**config.mk**
```make
export PLATFORM = sky130hd
export DESIGN_NAME = abad_cell
export DESIGN_NICKNAME = d
export VERILOG_FILES = /design/src/abad_pkg.sv /design/src/abad_cell.sv
export SDC_FILE = /design/constraint.sdc
export NUM_CORES = 1
export LEC_CHECK = 0
export BUFFER_PORTS_ARGS = -buffer_cell sky130_fd_sc_hd__buf_2
export CAP_MARGIN = 20
export CORE_ASPECT_RATIO = 1.5
export CORE_MARGIN = 2
export CORE_UTILIZATION = 56
export DETAILED_ROUTE_END_ITERATION = 6
export PLACE_DENSITY = 0.8
export SLEW_MARGIN = 30
export SYNTH_ARGS = -nofsm -noshare
export SYNTH_HDL_FRONTEND = slang
export SYNTH_SLANG_ARGS = --single-unit
```
**constraint.sdc**
```tcl
create_clock -name clk -period 9.1 [get_ports clk]
set_clock_uncertainty 0.2 [all_clocks]
set_input_delay 0.91 -clock clk [delete_from_list [all_inputs] [get_ports clk]]
set_output_delay 0.91 -clock clk [all_outputs]
set_load 0.1 [all_outputs]
```
**src/abad_pkg.sv**
```systemverilog
`timescale 1ns / 1ps
// ----------------------------------------------------------------------------
// abad_pkg: shared types and constants for the block average decision
// Field widths, the item kind code and the structs that pass between the
// top level and the window cells.
// ----------------------------------------------------------------------------
package abad_pkg;

    localparam int SAMPLE_W = 16;
    localparam int GAIN_W   = 8;
    // Entry minus baseline.
    localparam int DIFF_W   = SAMPLE_W + 1;
    // Difference times gain, gain taken as a positive signed value.
    localparam int PROD_W   = DIFF_W + GAIN_W + 1;
    // Five times the threshold, with a margin of four on either side.
    localparam int BOUND_W  = SAMPLE_W + 3;

    typedef enum logic {
        MODE_SAMPLE = 1'b0,
        MODE_QUERY  = 1'b1
    } mode_t;

    // Query settings shared by every window cell.
    typedef struct packed {
        logic signed [SAMPLE_W-1:0] baseline;
        logic [GAIN_W-1:0]          gain;
        logic signed [BOUND_W-1:0]  bound;
        logic                       below;
    } query_t;

    // What one cell hands to the next one down the window.
    typedef struct packed {
        logic                       valid;
        logic signed [SAMPLE_W-1:0] entry;
    } cell_link_t;

endpackage

```
**src/abad_cell.sv**
```systemverilog
`timescale 1ns / 1ps
// ----------------------------------------------------------------------------
// abad_cell: one entry of the decision window
// Holds one X average, shifts it on to the next cell when a block completes,
// and checks its entry against the query bound.
// ----------------------------------------------------------------------------
module abad_cell
    import abad_pkg::*;
(
    input  logic       clk,
    input  logic       rst_n,
    input  logic       shift_en,
    input  cell_link_t link_in,
    output cell_link_t link_out,
    input  query_t     query,
    input  logic       pass_in,
    output logic       pass_out
);

    logic                       valid_reg;
    logic signed [SAMPLE_W-1:0] entry_reg;
    logic signed [DIFF_W-1:0]   diff;
    logic signed [GAIN_W:0]     gain_s;
    logic signed [PROD_W-1:0]   prod;
    logic signed [PROD_W-1:0]   bound_ext;
    logic                       pass;

    always_ff @(posedge clk or negedge rst_n)
    begin
        if (!rst_n)
        begin
            valid_reg <= 1'b0;
        end
        else if (shift_en)
        begin
            valid_reg <= link_in.valid;
        end
    end

    always_ff @(posedge clk)
    begin
        if (shift_en)
        begin
            entry_reg <= link_in.entry;
        end
    end

    // The scaled value is trunc(diff * 2 * gain / 10) = trunc(diff * gain / 5).
    // The bound has been moved to the product side, so no division is needed.
    assign diff      = DIFF_W'(entry_reg) - DIFF_W'(query.baseline);
    assign gain_s    = {1'b0, query.gain};
    assign prod      = PROD_W'(diff) * PROD_W'(gain_s);
    assign bound_ext = PROD_W'(query.bound);

    always_comb
    begin
        if (query.below)
        begin
            pass = (prod <= bound_ext);
        end
        else
        begin
            pass = (prod >= bound_ext);
        end
    end

    assign pass_out = pass_in & pass;
    assign link_out = '{valid: valid_reg, entry: entry_reg};

endmodule

```
==> results by group, run 1 <==
Cells and area
  – Area Overhead vs Synth: 18.3%
  – # nets final: between 1,000 and 1,500
  – Area of the multi-input gates: roughly 0.0068 mm2
  – Diode count: 0
  – Final instance area: slightly above 0.009 mm2
  – Layout fillers: around 1,100
  – Share of layout cells above drive strength 1: 22.8%
  – Post-route core utilization: between 60% and 70%
  – Register area: between 500 and 600 um2
  – Max reg flops: 16

Floorplanning
  – Die H: approximately 150 um
  – DIE AREA: between 0.01 and 0.015 mm2
  – Num ports: 83
  – Initial Util: roughly 57%
  – Core box area: between 0.01 and 0.015 mm2
  – Chip width: ~100 um
  – Num rows: 52

Route
  – ANT nets after route: 0
  – Drt wl/cell: 15.3 um
  – Drt drc: 0
  – Iter 0 DRT Violations: 270
  – Detailed-route wire length: between 15,000 and 20,000 um
  – DR vias: approximately 6,500
  – Via density: between 5 and 6
  – Count of TritonRoute iterations in the first routing pass: 5

Global routing
  – First-pass GRT wire length: just under 30,000 um
  – Vias in the first global route: 6,726
  – GRT Total Usage: about a quarter
  – Initial antenna violation count: 0
  – Congestion Overflow GR: 0
  – Largest net degree at the start of global routing: 21

Placed design
  – # port buffers: 82
  – Post-DP HPWL: roughly 15,000 um
  – GP Congestion: slightly above 0.9
  – DP Area: about 0.0086 mm2
  – Pre-CTS setup slack: -201 ps

Logic synthesis
  – EDFF count, synth: 16
  – Count of cell types in the netlist: between 70 and 80
  – Ys Warns: 0
  – Mapped cell area: around 0.0077 mm2
  – Cells after synthesis: between 900 and 1,000
  – Cell taking the most area after synthesis: fa_1
  – Async SR Flop Fraction: slightly below 6%
  – Register area share after synthesis: approximately 6.5%
  – Synth area leaders: fa_1 28%, ha_1 15%, inv_1 9.9%
  – Yosys top cell area share: 28.2%
  – Main synth FF type: edfxtp_1
  – Syn nets: around 1,200
  – Syn avg cell area: 8.41 um2
  – #FFs+latches synth: 17

Worst setup path
  – Crit end category: output port
  – Slowest stage delay, CP: ~580 ps
  – Cell family with most CP delay: adder cells
  – Slowest cell on the critical path: fa_1
  – Most used cell along the critical path: fa_1
  – CP Launch Type: input port
  – CP Buf/Inv Count: 7
  – Crit path arrival time: around 8000 ps
  – Max FO, Critical Path: 6
  – Req. time, crit path: between 7000 and 8000 ps
  – CP Class: in2out

Timing
  – Crit share post-route: 101%
  – Final Critical Period: slightly above 9000 ps
  – Unrepaired setup endpoints after global routing: true
  – Slew at the pin closest to its max-slew limit: about 700 ps
  – Slack of the critical path: -47.1 ps
  – Final setup violating endpoints: 1
  – Hold Vio Cnt, Final: 0
  – Fmax: 109 MHz
  – Final Slew Violations: 0
  – Max-slew headroom: approximately 54%

Clock network
  – Root buffer cell: clkbuf_16
  – Sink Count: 17
  – CTS Buf Count: 3
  – CTS tree: yes
  – Clock Path Buffers: 2
  – H-tree depth: 1
  – Clk_lat worst skew: between 200 and 300 ps
  – Post-CTS Hold Buffers: 0
  – Clock-pin slew on the worst setup and hold paths: 50 ps

Outcome
  – Failing checks: setup timing
  – Status: finished, violations left

Worst hold path
  – Min-delay worst type: in2async

Run
  – Max capacitance violation total: 0
metrics by stage:
| step | std cells | TNS, ps | hold slack (ps) |
|---|---|---|---|
| final | 1191 | -47.1 | 225 |
| after global routing | 1191 | -324 | 224 |
| after CTS | 1181 | 0 | 219 |
| after detailed placement | 1172 | -201 | 307 |
| after global placement | 1172 | -55.4 | 289 |
| after floorplan | 922 | 0 | 282 |
cell families (layout without fill, tap and decap cells):
group	count (synthesis)	after routing	share of synthesized area [%]
AOI/OAI and AO/OA	156	156	14.6
muxes	17	17	2.53
xor gates and xnor gates	29	29	3.47
adders and majority gates	203	203	43.3
and+or+nand+nor	263	263	17.8
DFF	17	17	6.52
buffers and inverters	237	344	11.8
worst paths after layout:
check | from | to | slack, ps | cells past startpoint
worst max-delay path | query[28] | pass_out | -50 | 33
worst min-delay path | rst_n | valid_reg | 230 | 1
worst max register to register | valid_reg | valid_reg | 8160 | 1
worst min register to register | valid_reg | valid_reg | 310 | 1
max in group asynchronous | rst_n | valid_reg | 8390 | 1
min in group clk | valid_reg | valid_reg | 310 | 1
timing repair:
item / CTS / global route
pin swaps: 12 / 49
buffers inserted: 5 / 10
setup endpoints to repair: 1 / 1
gates cloned: 0 / 0
resized for setup: 12 / 66
cells in the mapped netlist, drive strengths merged, types with 4 or more instances:
master and instances:
edfxtp 16, o21ai 23, nand3 21, xnor2 19, o21a 9, nor2b 9
and3 27, fa 109, and2 26, buf 8, nand4 11, inv 207
xor2 10, a21oi 54, nor4 5, a21boi 6, a31oi 6, clkbuf 22
or3 6, o21bai 5, nor2 31, nand2 68, nor3 25, a21o 16
ha 94, mux2 9, mux2i 8, a211oi 6, nand2b 27, o31ai 4
cell usage in the layout (no fill, tap or decap), types with 5 or more instances in the layout:
cell type,n
nor2_1,31
or3_1,5
a21oi_2,14
edfxtp_1,16
nand3_1,21
nand4_1,11
inv_2,9
xnor2_1,17
ha_4,8
buf_6,6
o21ai_1,6
inv_1,197
mux2i_1,8
o21ai_0,10
and3_1,23
xor2_1,8
a21oi_4,5
a31oi_1,5
nand2_1,65
nor2b_1,7
a21oi_1,35
buf_4,46
buf_2,80
o21a_1,8
o21bai_1,5
nor3_1,23
and2_1,26
a21o_1,16
ha_1,82
nand2b_1,27
fa_1,107
layer usage:
layer	vias to the layer above	routed length (um)	global-route usage [%]
li1	3217	-	-
met1	3111	7130	28.0
met2	177	10100	47.2
met3	34	544	1.50
met4	0	436	8.22
met5	-	0	0
layout make-up:
| cell class | instances | area share (%) |
|---|---|---|
| Inverter | 207 | 8.50 |
| Timing Repair Buffer | 133 | 9.09 |
| Sequential cell | 17 | 5.51 |
| Clock buffer | 4 | 0.859 |
| Tap cell | 162 | 2.21 |
| Multi-Input combinational cell | 668 | 73.8 |
Power of run 1 is not shown: default switching activity piles up to over one toggle a cycle in this logic, so the estimate is an artifact.
==> run 2, diff against run 1 <==
Settings changed: CORE_UTILIZATION 56 to 55, PLACE_DENSITY 0.8 to 0.78, SLEW_MARGIN 30 to unset.
==> run 2 against run 1 <==
Compared with the run above:
- the flow still finishes with violations (setup timing)
- maximum frequency is essentially flat
- first-iteration DRC count shrank 18%
- critical path depth decreased by 1
- die area rose by 1.8%
- worst hold slack about the same
- critical path type unchanged
==> results by group, run 2 (synthesis gave the netlist of run 1 again) <==
Worst setup path
  – Crit end category: output port
  – Max FO, Critical Path: 8 (+2)
  – Worst R2R End: valid_reg
  – Slowest cell on the critical path: fa_2
  – CP Launch Type: input port
  – FF-to-FF setup slack: 8160 ps (about the same)
  – Slowest stage delay, CP: 610 ps (+30 ps)
  – CP Class: in2out
  – Worst R2R Start: valid_reg
  – R2R cell count: 1 (unchanged)
  – Crit path arrival time: 8040 ps (about the same)
  – Req. time, crit path: 7990 ps (about the same)

Global routing
  – Largest net degree at the start of global routing: 21 (unchanged)
  – Congestion Overflow GR: 0 (unchanged)
  – First-pass GRT wire length: 29,400 um (-1.5%)
  – GR peak layer: met2
  – Routing usage on met2: 45.3% (-1.8 points)
  – Met3 Use GR: 0.656% (-0.85 points)
  – Initial antenna violation count: 0 (unchanged)
  – Met1 Track Usage GR: 28.4% (+0.39 points)
  – GRT Total Usage: 23.8% (-0.61 points)
  – Vias in the first global route: 6,675 (-0.76%)

Clock network
  – Clock-pin slew on the worst setup and hold paths: 50 ps (about the same)
  – Post-CTS Hold Buffers: 0 (unchanged)
  – Sink Count: 17 (unchanged)
  – Clock Path Buffers: 2 (unchanged)
  – CTS tree: yes
  – Clk_lat worst skew: 250 ps (about the same)
  – CTS Buf Count: 3 (unchanged)
  – Root buffer cell: clkbuf_16
  – H-tree depth: 1 (unchanged)

Cells and area
  – Layout fillers: 1,168 (+7.9%)
  – Commonest non-fill, non-tap cell in the layout: inv_1
  – Final instance area: 0.00909 mm2 (-0.86%)
  – Diode count: 0 (unchanged)
  – # nets final: 1,303 (+0.39%)
  – Commonest non-fill, non-tap cells in the layout: 201 x inv_1, 107 x fa_1, 87 x ha_1
  – Final cell count without fillers: 1,199 (+0.67%)
  – Share of layout cells above drive strength 1: 22.0% (-0.88 points)
  – Max reg flops: 16 (unchanged)
  – Area Overhead vs Synth: 17.3%

Route
  – DR vias: 6,592 (+0.81%)
  – Drt drc: 0 (unchanged)
  – ANT nets after route: 0 (unchanged)
  – Drt wl/cell: 14.6 um (-4.6%)
  – Count of TritonRoute iterations in the first routing pass: 4 (-1)
  – Detailed-route wire length: 17,500 um (-3.9%)
  – Iter 0 DRT Violations: 221 (-18%)
  – Via density: 5.50 (+0.14%)

Timing
  – Slack of the critical path: -54.8 ps (-7.70 ps)
  – Max-slew headroom: 54.1% (+0.34 points)
  – Final setup violating endpoints: 1 (unchanged)
  – Slew at the pin closest to its max-slew limit: 684 ps (-5.00 ps)
  – Hold Vio Cnt, Final: 0 (unchanged)
  – Unrepaired setup endpoints after global routing: true
  – Final Critical Period: 9150 ps (+7.70 ps)
  – Fmax: 109 MHz (about the same)
  – Final Slew Violations: 0 (unchanged)
  – Crit share post-route: 101% (about the same)

Placed design
  – Placed Cells: 1,181 (+0.77%)
  – Post-DP HPWL: 14,900 um (-1.6%)
  – DP Area: 0.00863 mm2 (+0.57%)
  – # port buffers: 82 (unchanged)
  – Pre-CTS setup slack: -174 ps (+27.3 ps)
  – GP Congestion: 0.905 (-1.9%)

Run
  – Max capacitance violation total: 0 (unchanged)

Floorplanning
  – Initial Util: 55.7% (-1.6 points)
  – Num rows: 53 (+1.9%)
  – Num ports: 83 (unchanged)
  – DIE AREA: 0.0151 mm2 (+1.8%)
  – Chip width: 101 um (+0.87%)
  – Core box area: 0.0139 mm2 (+2.9%)
  – Die H: 149 um (+0.88%)

Worst hold path
  – Min-delay worst type: in2async

Outcome
  – Failing checks: setup timing
  – Status: finished, violations left
## run 2: through the flow
stage	hold WS [ps]	TNS (ps)	util (%)
6_report	226	-54.8	65.3
5_1_grt	220	-386	65.3
4_1_cts	221	0	63.5
3_5_place_dp	311	-174	62.0
3_3_place_gp	289	-64.2	62.0
2_1_floorplan	282	0	-
## run 2: worst max-delay path by stage
stage                 startpoint        to  slack, ps  depth (start not counted)
finish                 query[28]  pass_out        -50                         32
global route           query[28]  pass_out       -390                         30
CTS                    query[28]  pass_out          3                         31
detailed placement     query[28]  pass_out       -170                         32
global placement       query[28]  pass_out        -60                         32
floorplan           entry_reg[0]  pass_out          1                         30
## run 2: layout make-up
| type | instances | area, um2 | share of cell area [%] |
|---|---|---|---|
| flip-flops and latches | 17 | 505 | 5.56 |
| clock buffers | 3 | 75.1 | 0.826 |
| multi-input cells | 668 | 6670 | 73.4 |
| well taps | 165 | 206 | 2.27 |
| clock inverters | 1 | 5.00 | 0.0550 |
| repair buffers | 138 | 850 | 9.34 |
| inverters | 207 | 779 | 8.57 |
## run 2: what timing repair did
action | in CTS | in global routing
gates resized for setup | 16 | 37
pin swaps | 12 | 33
cloned | 0 | 0
endpoints found under the hold margin | 0 | 0
endpoints found under the setup margin | 1 | 1
setup buffers | 7 | 7
## run 2: routing by layer
layer,wire (um),vias to the layer above
li1,-,3226
met5,0,-
met3,508,38
met1,7020,3160
met2,9400,168
met4,531,0
## run 2: critical path: cells and delay by family
kind / cells / cell delay, ps
fa+ha+maj: 8 / 3280
buf+inv: 7 / 920
xor+xnor: 1 / 110
compound gates: 12 / 2190
simple gates: 4 / 620
Power of run 2 is left out for the same reason.
