[src/abad_pkg.sv]
`timescale 1ns / 1ps
// ----------------------------------------------------------------------------
// abad_pkg: shared types and constants for the block average decision
// Field widths, the item kind code and the structs that pass between the
// top level and the window cells.
// ----------------------------------------------------------------------------
package abad_pkg;

    localparam int SAMPLE_W = 16;
    localparam int GAIN_W   = 8;
    // Entry minus baseline.
    localparam int DIFF_W   = SAMPLE_W + 1;
    // Difference times gain, gain taken as a positive signed value.
    localparam int PROD_W   = DIFF_W + GAIN_W + 1;
    // Five times the threshold, with a margin of four on either side.
    localparam int BOUND_W  = SAMPLE_W + 3;

    typedef enum logic {
        MODE_SAMPLE = 1'b0,
        MODE_QUERY  = 1'b1
    } mode_t;

    // Query settings shared by every window cell.
    typedef struct packed {
        logic signed [SAMPLE_W-1:0] baseline;
        logic [GAIN_W-1:0]          gain;
        logic signed [BOUND_W-1:0]  bound;
        logic                       below;
    } query_t;

    // What one cell hands to the next one down the window.
    typedef struct packed {
        logic                       valid;
        logic signed [SAMPLE_W-1:0] entry;
    } cell_link_t;

endpackage

[src/abad_axis.sv]
`timescale 1ns / 1ps
// ----------------------------------------------------------------------------
// abad_axis: accumulator and block divider for one axis
// Sums the samples of a block, then divides the finished sum by the block
// length with a reciprocal multiply, truncating toward zero.
// ----------------------------------------------------------------------------
module abad_axis
    import abad_pkg::*;
#(
    parameter int BLOCK_LEN = 20
)
(
    input  logic                       clk,
    input  logic                       rst_n,
    input  logic                       acc_en,
    input  logic                       clear,
    input  logic                       load1,
    input  logic                       load2,
    input  logic signed [SAMPLE_W-1:0] sample,
    output logic signed [SAMPLE_W-1:0] avg
);

    localparam int LEN_LOG = (BLOCK_LEN > 1) ? $clog2(BLOCK_LEN) : 0;
    localparam int SUM_W   = SAMPLE_W + LEN_LOG;
    localparam int SHIFT   = SUM_W + LEN_LOG;
    localparam int RECIP_W = SUM_W + 2;
    localparam int MUL_W   = SUM_W + RECIP_W;
    localparam logic [RECIP_W-1:0] RECIP =
        RECIP_W'(((64'd1 << SHIFT) + 64'(BLOCK_LEN) - 64'd1) / 64'(BLOCK_LEN));

    logic signed [SUM_W-1:0] sum_reg;
    logic signed [SUM_W-1:0] sum_total;
    logic signed [SUM_W-1:0] total_reg;
    logic [SUM_W-1:0]        mag;
    logic                    neg_reg;
    logic [MUL_W-1:0]        prod_reg;
    logic [SAMPLE_W-1:0]     quot;

    assign sum_total = sum_reg + SUM_W'(sample);

    always_ff @(posedge clk or negedge rst_n)
    begin
        if (!rst_n)
        begin
            sum_reg <= '0;
        end
        else if (acc_en)
        begin
            sum_reg <= clear ? '0 : sum_total;
        end
    end

    always_ff @(posedge clk)
    begin
        if (load1)
        begin
            total_reg <= sum_total;
        end
    end

    // Divide the magnitude, so the quotient truncates toward zero.
    assign mag = total_reg[SUM_W-1] ? SUM_W'(-total_reg) : SUM_W'(total_reg);

    always_ff @(posedge clk)
    begin
        if (load2)
        begin
            neg_reg  <= total_reg[SUM_W-1];
            prod_reg <= MUL_W'(mag) * MUL_W'(RECIP);
        end
    end

    assign quot = prod_reg[SHIFT +: SAMPLE_W];
    assign avg  = neg_reg ? -quot : quot;

endmodule

[config.mk]
export PLATFORM = sky130hd
export DESIGN_NAME = abad_axis
export DESIGN_NICKNAME = d
export VERILOG_FILES = /design/src/abad_pkg.sv /design/src/abad_axis.sv
export SDC_FILE = /design/constraint.sdc
export NUM_CORES = 1
export LEC_CHECK = 0
export BUFFER_PORTS_ARGS = -buffer_cell sky130_fd_sc_hd__buf_4
export CAP_MARGIN = 20
export CORE_AREA = 2 2 138 140
export DETAILED_ROUTE_END_ITERATION = 6
export DIE_AREA = 0 0 140 142
export PLACE_DENSITY = 0.87
export SETUP_SLACK_MARGIN = 0.3
export SYNTH_ARGS = -nofsm -noshare
export SYNTH_HDL_FRONTEND = slang
export SYNTH_SLANG_ARGS = --single-unit
[constraint.sdc]
create_clock -name clk -period 19.26 [get_ports clk]
set_input_delay 0.963 -clock clk [delete_from_list [all_inputs] [get_ports clk]]
set_output_delay 0.963 -clock clk [all_outputs]
set_load 0.01 [all_outputs]
==> qor.yml, run 1 <==
sta:
  slew_violations: 0
  finalHoldViolations: 0
  maximum_clock_frequency_mhz: 113.2
  timing.clock.skew_ns: 0.01208
  timing.final.crit_share: 0.4586
  setup_violations: 0
  rsz0062_at_grt: "false"
  worst_slew_margin_rel: 0.3518
  worst_margin_pin_slew_ns: 0.9653
  setup_tns_ns: 0
  final.min_clock_period_ns: 8.832
route:
  num_vias: 7731
  drc_violation_total_after_the_first_tritonroute_iteration: 474
  drt_pre_antenna_iters: 7
  drc: 1
  per_cell_routed_wire_length_um: 18.82
  route.detailed.vias_per_inst: 5.774
  wirelength_um: 25200
  drt.antenna.violating_nets: 0
die:
  die_width_um: 140
  floorplan.die_area_um2: 19880
  core_box_area_um2: 18460
  chipHeight_um: 142
  ios: 38
  initial_core_utilization: 0.5873
  placementRows: 50
clock_network:
  tritoncts: "built"
  cts-root-to-sink-buffers: 2
  clock_latency_ns: 0.35
  clk_pin_slew_worst_paths_ns: 0.06
  post-cts-setup-buffer-count: 0
  cts_root_buffer: "sky130_fd_sc_hd__clkbuf_16"
  htree_levels: 3
  cts.repair.resized: 0
  cts_hold_repair.buffers: 0
  tritoncts.num_buffers: 9
  clkSinkCount: 59
synth:
  synth_largest_type_area_fraction: 0.2563
  synth_top_family_by_area: "adder cells"
  synth_area_per_cell_um2: 10.25
  netlist_instances: 1057
  number_of_nets_in_the_synthesized_netlist: 1437
  post_synth_instance_area_um2: 10840
  post_synth_fa_ha_maj_area_fraction: 0.5074
  yosys_warn_count: 0
  number_of_storage_elements_in_the_synthesis_netlist: 59
  synth_ff_type: "sky130_fd_sc_hd__edfxtp_1"
  synthTopCellsByArea: "sky130_fd_sc_hd__ha_1 (26%), sky130_fd_sc_hd__fa_1 (25%), sky130_fd_sc_hd__edfxtp_1 (11%)"
  synth.yosys.seq_area_share: 0.1538
  netlist-cell-type-count: 58
  synth-edff-count: 38
  async_sr_flop_fraction: 0.3559
  synth_simple_gate_area_share: 0.06326
  synthMuxAreaShare: 0.001847
  synth_area_leader_cell: "sky130_fd_sc_hd__ha_1"
  complex_gate_fraction_of_the_synthesized_area: 0.1005
  synth-xor-area-share: 0.08692
critical_path:
  worst-endpoint-arrival_ns: 8.92
  cpPeakStageDelay_ns: 0.58
  timing.critical_path.from_type: "flip-flop"
  cp.depth: 28
  cp_num_buf_inv: 5
  worst_r2r_path_depth: 28
  crit_path_kind: "flip-flop to flip-flop"
  timing.critical_path.required_ns: 19.35
  critical-path-slowest-cell: "sky130_fd_sc_hd__or4_4"
  critPathMaxFanout: 6
  timing.critical_path.to_type: "flip-flop"
  cp_top_family: "adder cells"
run:
  max_cap_check_violation_count: 0
layout:
  layout.cells.most_common: "sky130_fd_sc_hd__inv_1"
  ff_latch_area_um2: 1667
  mostFrequentLayoutCells: "sky130_fd_sc_hd__inv_1 (239), sky130_fd_sc_hd__ha_1 (222), sky130_fd_sc_hd__fa_1 (136), sky130_fd_sc_hd__xnor2_1 (65), sky130_fd_sc_hd__buf_4 (39)"
  insertedDiodeCount: 0
  layout.nets: 1480
  fillCellCount: 1354
  multiInputGateArea_um2: 8238
  area_growth_syn_to_layout_pct: 8.127
  layout-drive-gt1-share: 0.06787
global_routing:
  grt_first_pass_wirelength_um: 41140
  vias_in_the_first_global_route: 8397
  largest_net_degree_at_the_start_of_global_routing: 22
  total_global_route_track_usage: 0.2663
  overflow: 0
  antenna_found_initial: 0
placed_design:
  final_weighted_congestion_in_routability_driven_placement: 0.9736
  place.port_buffers: 37
  dp.final_hpwl_um: 21320
min_path:
  worst_hold_path_type: "primary input to async pin"
outcome:
  status: "finished with violations"
  violations: "design-rule violations"
==> kinds of logic after synthesis <==
| logic type | count (synthesis) |
|---|---|
| flip-flops | 59 |
| XOR/XNOR | 105 |
| AND/OR/NAND/NOR | 131 |
| adder cells (fa/ha/maj) | 358 |
| AO/OA/AOI/OAI | 154 |
| multiplexers | 2 |
| buffers and inverters | 248 |
==> metrics by stage <==
stage / hold WS [ns] / cells / setup slack [ns] / area, um2 / utilization
after floorplan: 0.4491 / 1057 / 11.27 / 10840 / -
after global placement: 0.4975 / 1322 / 10.87 / 11390 / 0.6170
after detailed placement: 0.5028 / 1322 / 10.53 / 11390 / 0.6170
after CTS: 0.4984 / 1338 / 10.45 / 11710 / 0.6346
after global routing: 0.5165 / 1339 / 9.915 / 11720 / 0.6351
final: 0.4912 / 1339 / 10.43 / 11720 / 0.6351
==> path summary, 6_finish.rpt <==
path | start | end | slack [ns]
min | rst_n | sum_reg[4] | 0.49
min in group clk | sum_reg[18] | sum_reg[18] | 0.52
max reg2reg | total_reg[4] | prod_reg[36] | 10.43
max in group asynchronous | rst_n | sum_reg[17] | 18.53
max | total_reg[4] | prod_reg[36] | 10.43
min reg2reg | sum_reg[18] | sum_reg[18] | 0.52
==> synthesized netlist by cell type, types with 8 or more instances <==
| cell | n |
|---|---|
| sky130_fd_sc_hd__nor2_1 | 24 |
| sky130_fd_sc_hd__a21oi_1 | 33 |
| sky130_fd_sc_hd__nand3_1 | 11 |
| sky130_fd_sc_hd__dfrtp_1 | 21 |
| sky130_fd_sc_hd__ha_1 | 222 |
| sky130_fd_sc_hd__nor2b_1 | 11 |
| sky130_fd_sc_hd__inv_1 | 239 |
| sky130_fd_sc_hd__xor2_1 | 37 |
| sky130_fd_sc_hd__o21ai_0 | 24 |
| sky130_fd_sc_hd__xnor2_1 | 65 |
| sky130_fd_sc_hd__nand2b_1 | 8 |
| sky130_fd_sc_hd__a22o_1 | 17 |
| sky130_fd_sc_hd__edfxtp_1 | 38 |
| sky130_fd_sc_hd__nand2_1 | 37 |
| sky130_fd_sc_hd__fa_1 | 136 |
| sky130_fd_sc_hd__a21o_1 | 22 |
| sky130_fd_sc_hd__nor3_1 | 9 |
==> worst reg2reg max path: cells and delay by family (launching register included) <==
kind	cells	cell delay, ns
buffers and inverters	5	0.36
AOI/OAI and AO/OA	8	1.86
DFF	1	0.48
xor gates and xnor gates	2	0.43
adders and majority gates	8	3.28
and+or+nand+nor	5	2.18
==> final cells by class <==
cell class,count,share of cell area
Tap cell,234,0.02498
Clock buffer,9,0.01922
Sequential cell,59,0.1422
Clock inverter,7,0.008541
Timing Repair Buffer,39,0.02498
Inverter,241,0.07719
Multi-Input combinational cell,750,0.7029
==> per-layer routing <==
metal | GRT usage | up-vias | share of wire
li1 | - | 3592 | -
met1 | 0.3190 | 3769 | 0.39
met2 | 0.4615 | 292 | 0.49
met3 | 0.05989 | 78 | 0.072
met4 | 0.1223 | 0 | 0.042
met5 | 0 | - | 0
Power of run 1 is left out: the tool's default activity adds up to more than one toggle a clock period on the data nets, which glitch-free logic cannot reach.
==> inputs of run 2 (changes only) <==
--- a/config.mk
+++ b/config.mk
@@ -7,10 +7,10 @@
 export LEC_CHECK = 0
 export BUFFER_PORTS_ARGS = -buffer_cell sky130_fd_sc_hd__buf_4
 export CAP_MARGIN = 20
-export CORE_AREA = 2 2 138 140
+export CORE_AREA = 2 2 139 141
 export DETAILED_ROUTE_END_ITERATION = 6
-export DIE_AREA = 0 0 140 142
-export PLACE_DENSITY = 0.87
+export DIE_AREA = 0 0 141 143
+export PLACE_DENSITY = 0.89
 export SETUP_SLACK_MARGIN = 0.3
 export SYNTH_ARGS = -nofsm -noshare
 export SYNTH_HDL_FRONTEND = slang
==> constraint.sdc (replaced) <==
create_clock -name clk -period 8 [get_ports clk]
set_input_delay 0.4 -clock clk [delete_from_list [all_inputs] [get_ports clk]]
set_output_delay 0.4 -clock clk [all_outputs]
set_load 0.01 [all_outputs]
==> qor.yml, run 2 (synthesis results as in run 1) <==
layout:
  area_growth_syn_to_layout_pct: 19.82
  insertedDiodeCount: 0
  mostFrequentLayoutCells: "sky130_fd_sc_hd__inv_1 (225), sky130_fd_sc_hd__ha_1 (193), sky130_fd_sc_hd__fa_1 (131), sky130_fd_sc_hd__buf_4 (103), sky130_fd_sc_hd__xnor2_1 (63)"
  layout.nets: 1552
  layout-drive-gt1-share: 0.1963
  layout.cells.most_common: "sky130_fd_sc_hd__inv_1"
global_routing:
  grt_first_pass_wirelength_um: 48180
  total_global_route_track_usage: 0.3148
  largest_net_degree_at_the_start_of_global_routing: 22
  overflow: 0
  vias_in_the_first_global_route: 9442
  antenna_found_initial: 0
route:
  wirelength_um: 32520
  drc_violation_total_after_the_first_tritonroute_iteration: 660
  drc: 0
  drt_pre_antenna_iters: 7
  drt.antenna.violating_nets: 0
  route.detailed.vias_per_inst: 6.242
  per_cell_routed_wire_length_um: 23.05
  num_vias: 8807
critical_path:
  r2r-start: "total_reg[7]"
  crit_path_kind: "flip-flop to flip-flop"
  worst_r2r_path_depth: 27
  timing.critical_path.required_ns: 8.10
  setup.worst_path.start: "total_reg[7]"
  timing.critical_path.from_type: "flip-flop"
  timing.critical_path.to_type: "flip-flop"
  r2r_end: "prod_reg[38]"
  regToRegSetupSlack_ns: -0.08
  worst-endpoint-arrival_ns: 8.18
  critPathMaxFanout: 3
clock_network:
  tritoncts.num_buffers: 9
  cts-root-to-sink-buffers: 2
  clkSinkCount: 59
  clock_latency_ns: 0.36
  clk_pin_slew_worst_paths_ns: 0.06
  tritoncts: "built"
  htree_levels: 3
  cts_root_buffer: "sky130_fd_sc_hd__clkbuf_16"
placed_design:
  place.port_buffers: 37
  final_weighted_congestion_in_routability_driven_placement: 0.9657
  dp.final_hpwl_um: 22150
outcome:
  violations: "negative setup slack"
  status: "finished with violations"
min_path:
  timing.hold.worst_path_depth: 2
  hold_path.startpoint: "acc_en"
  hold_path_end: "sum_reg[0]"
  worst_hold_path_type: "primary input to flip-flop"
sta:
  timing.clock.skew_ns: 0.01034
  slew_violations: 0
  finalHoldViolations: 0
  timing.final.ws_setup_ns: -0.07958
  timing.final.crit_share: 1.010
  final.min_clock_period_ns: 8.080
  worst_margin_pin_slew_ns: 0.6908
  rsz0062_at_grt: "true"
  setup_violations: 7
  worst_slew_margin_rel: 0.5362
  maximum_clock_frequency_mhz: 123.8
  fin_worst_hold_slack_ns: 0.3935
die:
  die_width_um: 141
  floorplan.die_area_um2: 20160
  chipHeight_um: 143
  initial_core_utilization: 0.5834
  core_box_area_um2: 18580
  placementRows: 50
  ios: 38
run:
  max_cap_check_violation_count: 0
[run 2: cell count changes in the layout (fill, tap and decap cells not counted), sizes merged]
cell	change
buf	+71
inv	-3
dlygate4sd3	+1
clkinvlp	+1
clkbuf	+2
[run 2: critical path: stages, from the launching register on]
cell                        delay (ns)
sky130_fd_sc_hd__edfxtp_1         0.38
sky130_fd_sc_hd__or4_4            0.55
sky130_fd_sc_hd__or3_4            0.36
sky130_fd_sc_hd__or3_4            0.34
sky130_fd_sc_hd__or3_4            0.41
sky130_fd_sc_hd__and2_4           0.19
sky130_fd_sc_hd__xnor2_4          0.21
sky130_fd_sc_hd__inv_4            0.09
sky130_fd_sc_hd__ha_4             0.27
sky130_fd_sc_hd__buf_4            0.17
sky130_fd_sc_hd__ha_4             0.27
sky130_fd_sc_hd__fa_1             0.43
sky130_fd_sc_hd__fa_1             0.53
sky130_fd_sc_hd__fa_1             0.54
sky130_fd_sc_hd__fa_1             0.64
sky130_fd_sc_hd__ha_4             0.23
sky130_fd_sc_hd__ha_4             0.22
sky130_fd_sc_hd__a21o_1           0.17
sky130_fd_sc_hd__a21o_1           0.22
sky130_fd_sc_hd__a2111oi_4        0.29
sky130_fd_sc_hd__buf_4            0.19
sky130_fd_sc_hd__nor3b_4          0.06
sky130_fd_sc_hd__nor3_4           0.28
sky130_fd_sc_hd__a21oi_4          0.10
sky130_fd_sc_hd__buf_6            0.13
sky130_fd_sc_hd__a21o_1           0.18
sky130_fd_sc_hd__a211oi_2         0.23
sky130_fd_sc_hd__nor2_1           0.11
[run 2: through the flow]
stage / setup TNS [ns] / setup WS [ns] / utilization / cells / instance area [um2]
floorplan: 0 / 0.3003 / - / 1057 / 10940
global placement: 0 / 0.1585 / 0.6310 / 1354 / 11730
detailed placement: -0.09062 / -0.05609 / 0.6317 / 1355 / 11740
CTS: 0 / 0.1682 / 0.6756 / 1392 / 12550
global route: -1.599 / -0.2212 / 0.6990 / 1411 / 12990
finish: -0.2896 / -0.07958 / 0.6990 / 1411 / 12990
[run 2: routing by layer]
layer | track usage | up-vias | wire [um]
met2 | 0.5504 | 616 | 15780
li1 | - | 3737 | -
met4 | 0.1921 | 0 | 2538
met5 | 0 | - | 0
met3 | 0.05701 | 229 | 2832
met1 | 0.3609 | 4225 | 11370
[run 2: cell type report]
class / count / area [um2]
multi-input cells: 750 / 8904
repair buffers: 111 / 862.1
fillers: 1118 / 5593
clock buffers: 11 / 264.0
inverters: 241 / 915.9
clock inverters: 5 / 82.58
well taps: 234 / 292.8
flip-flops and latches: 59 / 1667
[run 2: how the worst max path moves through the flow]
stage	endpoint	slack (ns)
floorplan	prod_reg[36]	0.30
global placement	prod_reg[41]	0.16
detailed placement	prod_reg[41]	-0.06
CTS	prod_reg[36]	0.17
global route	prod_reg[33]	-0.22
finish	prod_reg[38]	-0.08
[run 2: timing repair]
item / in CTS / in global routing
resized for setup: 50 / 53
setup buffers: 20 / 19
endpoints found under the hold margin: 21 / 0
setup endpoints to repair: 15 / 16
pin swaps: 47 / 51
hold buffers: 1 / 0
cloned: 0 / 0
Power of run 2 is left out for the same reason.
==> inputs of run 3 (changes only) <==
--- a/config.mk
+++ b/config.mk
@@ -12,6 +12,7 @@
 export DIE_AREA = 0 0 141 143
 export PLACE_DENSITY = 0.89
 export SETUP_SLACK_MARGIN = 0.3
+export SKIP_CTS_REPAIR_TIMING = 1
 export SYNTH_ARGS = -nofsm -noshare
 export SYNTH_HDL_FRONTEND = slang
 export SYNTH_SLANG_ARGS = --single-unit
==> qor.yml, run 3 (synthesis results as in run 1) <==
min_path:
  worst_hold_path_type: "primary input to flip-flop"
  timing.hold.worst_path_depth: 2
critical_path:
  crit_path_kind: "flip-flop to flip-flop"
  timing.critical_path.to_type: "flip-flop"
  timing.critical_path.required_ns: 8.08
  critPathMaxFanout: 4
  critical-path-slowest-cell: "sky130_fd_sc_hd__fa_1"
  worst_r2r_path_depth: 27
  worst_path_most_repeated_cell: "sky130_fd_sc_hd__fa_1"
  cpPeakStageDelay_ns: 0.55
  timing.critical_path.from_type: "flip-flop"
  worst-endpoint-arrival_ns: 8.31
global_routing:
  grt_first_pass_wirelength_um: 43340
  antenna_found_initial: 0
  total_global_route_track_usage: 0.2792
  largest_net_degree_at_the_start_of_global_routing: 22
  vias_in_the_first_global_route: 8819
  overflow: 0
layout:
  final_cell_count_no_fill: 1388
  layout.nets: 1529
  mostFrequentLayoutCells: "sky130_fd_sc_hd__inv_1 (229), sky130_fd_sc_hd__ha_1 (206), sky130_fd_sc_hd__fa_1 (134), sky130_fd_sc_hd__buf_4 (85), sky130_fd_sc_hd__xnor2_1 (63)"
  insertedDiodeCount: 0
  area_growth_syn_to_layout_pct: 15.66
  layout.cells.most_common: "sky130_fd_sc_hd__inv_1"
  layout-drive-gt1-share: 0.1586
placed_design:
  dp.final_hpwl_um: 22150
  place.port_buffers: 37
  dpl.cell_count: 1355
  final_weighted_congestion_in_routability_driven_placement: 0.9657
die:
  core_box_area_um2: 18580
  ios: 38
  floorplan.die_area_um2: 20160
  die_width_um: 141
  chipHeight_um: 143
  initial_core_utilization: 0.5834
  placementRows: 50
sta:
  timing.final.crit_share: 1.028
  timing.final.ws_setup_ns: -0.2267
  worst_margin_pin_slew_ns: 0.6818
  timing.clock.skew_ns: 0.008095
  maximum_clock_frequency_mhz: 121.6
  setup_violations: 9
  worst_slew_margin_rel: 0.5422
  slew_violations: 0
  final.min_clock_period_ns: 8.227
  finalHoldViolations: 0
  rsz0062_at_grt: "true"
route:
  drc: 0
  num_vias: 8433
  drt_pre_antenna_iters: 7
  wirelength_um: 29840
  drc_violation_total_after_the_first_tritonroute_iteration: 682
  route.detailed.vias_per_inst: 6.076
  per_cell_routed_wire_length_um: 21.50
  drt.antenna.violating_nets: 0
clock_network:
  clk_pin_slew_worst_paths_ns: 0.06
  htree_levels: 3
  tritoncts.num_buffers: 9
  clock_latency_ns: 0.34
  cts-root-to-sink-buffers: 2
  cts_root_buffer: "sky130_fd_sc_hd__clkbuf_16"
  clkSinkCount: 59
  tritoncts: "built"
outcome:
  status: "finished with violations"
  violations: "negative setup slack"
run:
  max_cap_check_violation_count: 0
run 3: cell count changes in the layout (fill, tap and decap cells not counted), moves of 3 or more:
| cell | delta |
|---|---|
| sky130_fd_sc_hd__buf_4 | -18 |
| sky130_fd_sc_hd__buf_6 | -5 |
| sky130_fd_sc_hd__ha_1 | +13 |
| sky130_fd_sc_hd__inv_1 | +4 |
| sky130_fd_sc_hd__inv_4 | -3 |
| sky130_fd_sc_hd__fa_1 | +3 |
| sky130_fd_sc_hd__fa_2 | -3 |
| sky130_fd_sc_hd__ha_4 | -14 |
run 3: through the flow:
| stage | util | setup TNS [ns] | setup WS (ns) | instance area (um2) | hold WS (ns) |
|---|---|---|---|---|---|
| floorplan | - | 0 | 0.3003 | 10940 | 0.1044 |
| global placement | 0.6310 | 0 | 0.1585 | 11730 | 0.3063 |
| detailed placement | 0.6317 | -0.09062 | -0.05609 | 11740 | 0.3076 |
| CTS | 0.6503 | -0.3653 | -0.1074 | 12080 | -0.05905 |
| global route | 0.6747 | -3.085 | -0.3656 | 12540 | 0.4146 |
| finish | 0.6747 | -0.9660 | -0.2267 | 12540 | 0.4149 |
run 3: final timing paths:
check	startpoint	end	slack (ns)
max	total_reg[5]	prod_reg[34]	-0.23
min	acc_en	sum_reg[0]	0.41
max reg2reg	total_reg[5]	prod_reg[34]	-0.23
min reg2reg	sum_reg[14]	sum_reg[14]	0.52
max in group asynchronous	rst_n	sum_reg[16]	7.28
min in group asynchronous	rst_n	sum_reg[4]	0.49
run 3: final cells by class:
type / count / area [um2]
Timing Repair Buffer: 88 / 670.6
Clock buffer: 11 / 264.0
Clock inverter: 5 / 82.58
Fill cell: 1211 / 6043
Inverter: 241 / 908.4
Sequential cell: 59 / 1667
Tap cell: 234 / 292.8
Multi-Input combinational cell: 750 / 8652
run 3: critical path: cells and delay by family, from the launching register on:
family                     cells  cell delay, ns
and+or+nand+nor                5            1.82
DFF                            1            0.40
AOI/OAI and AO/OA              8            1.93
xor gates and xnor gates       2            0.30
adders and majority gates      8            3.12
buffers and inverters          4            0.42
run 3: metal layers:
layer | routed length [um] | vias up | GRT usage
li1 | - | 3694 | -
met1 | 11020 | 4094 | 0.3257
met2 | 14750 | 482 | 0.4983
met3 | 2277 | 163 | 0.05332
met4 | 1786 | 0 | 0.1316
met5 | 0 | - | 0
Power of run 3 is left out for the same reason.
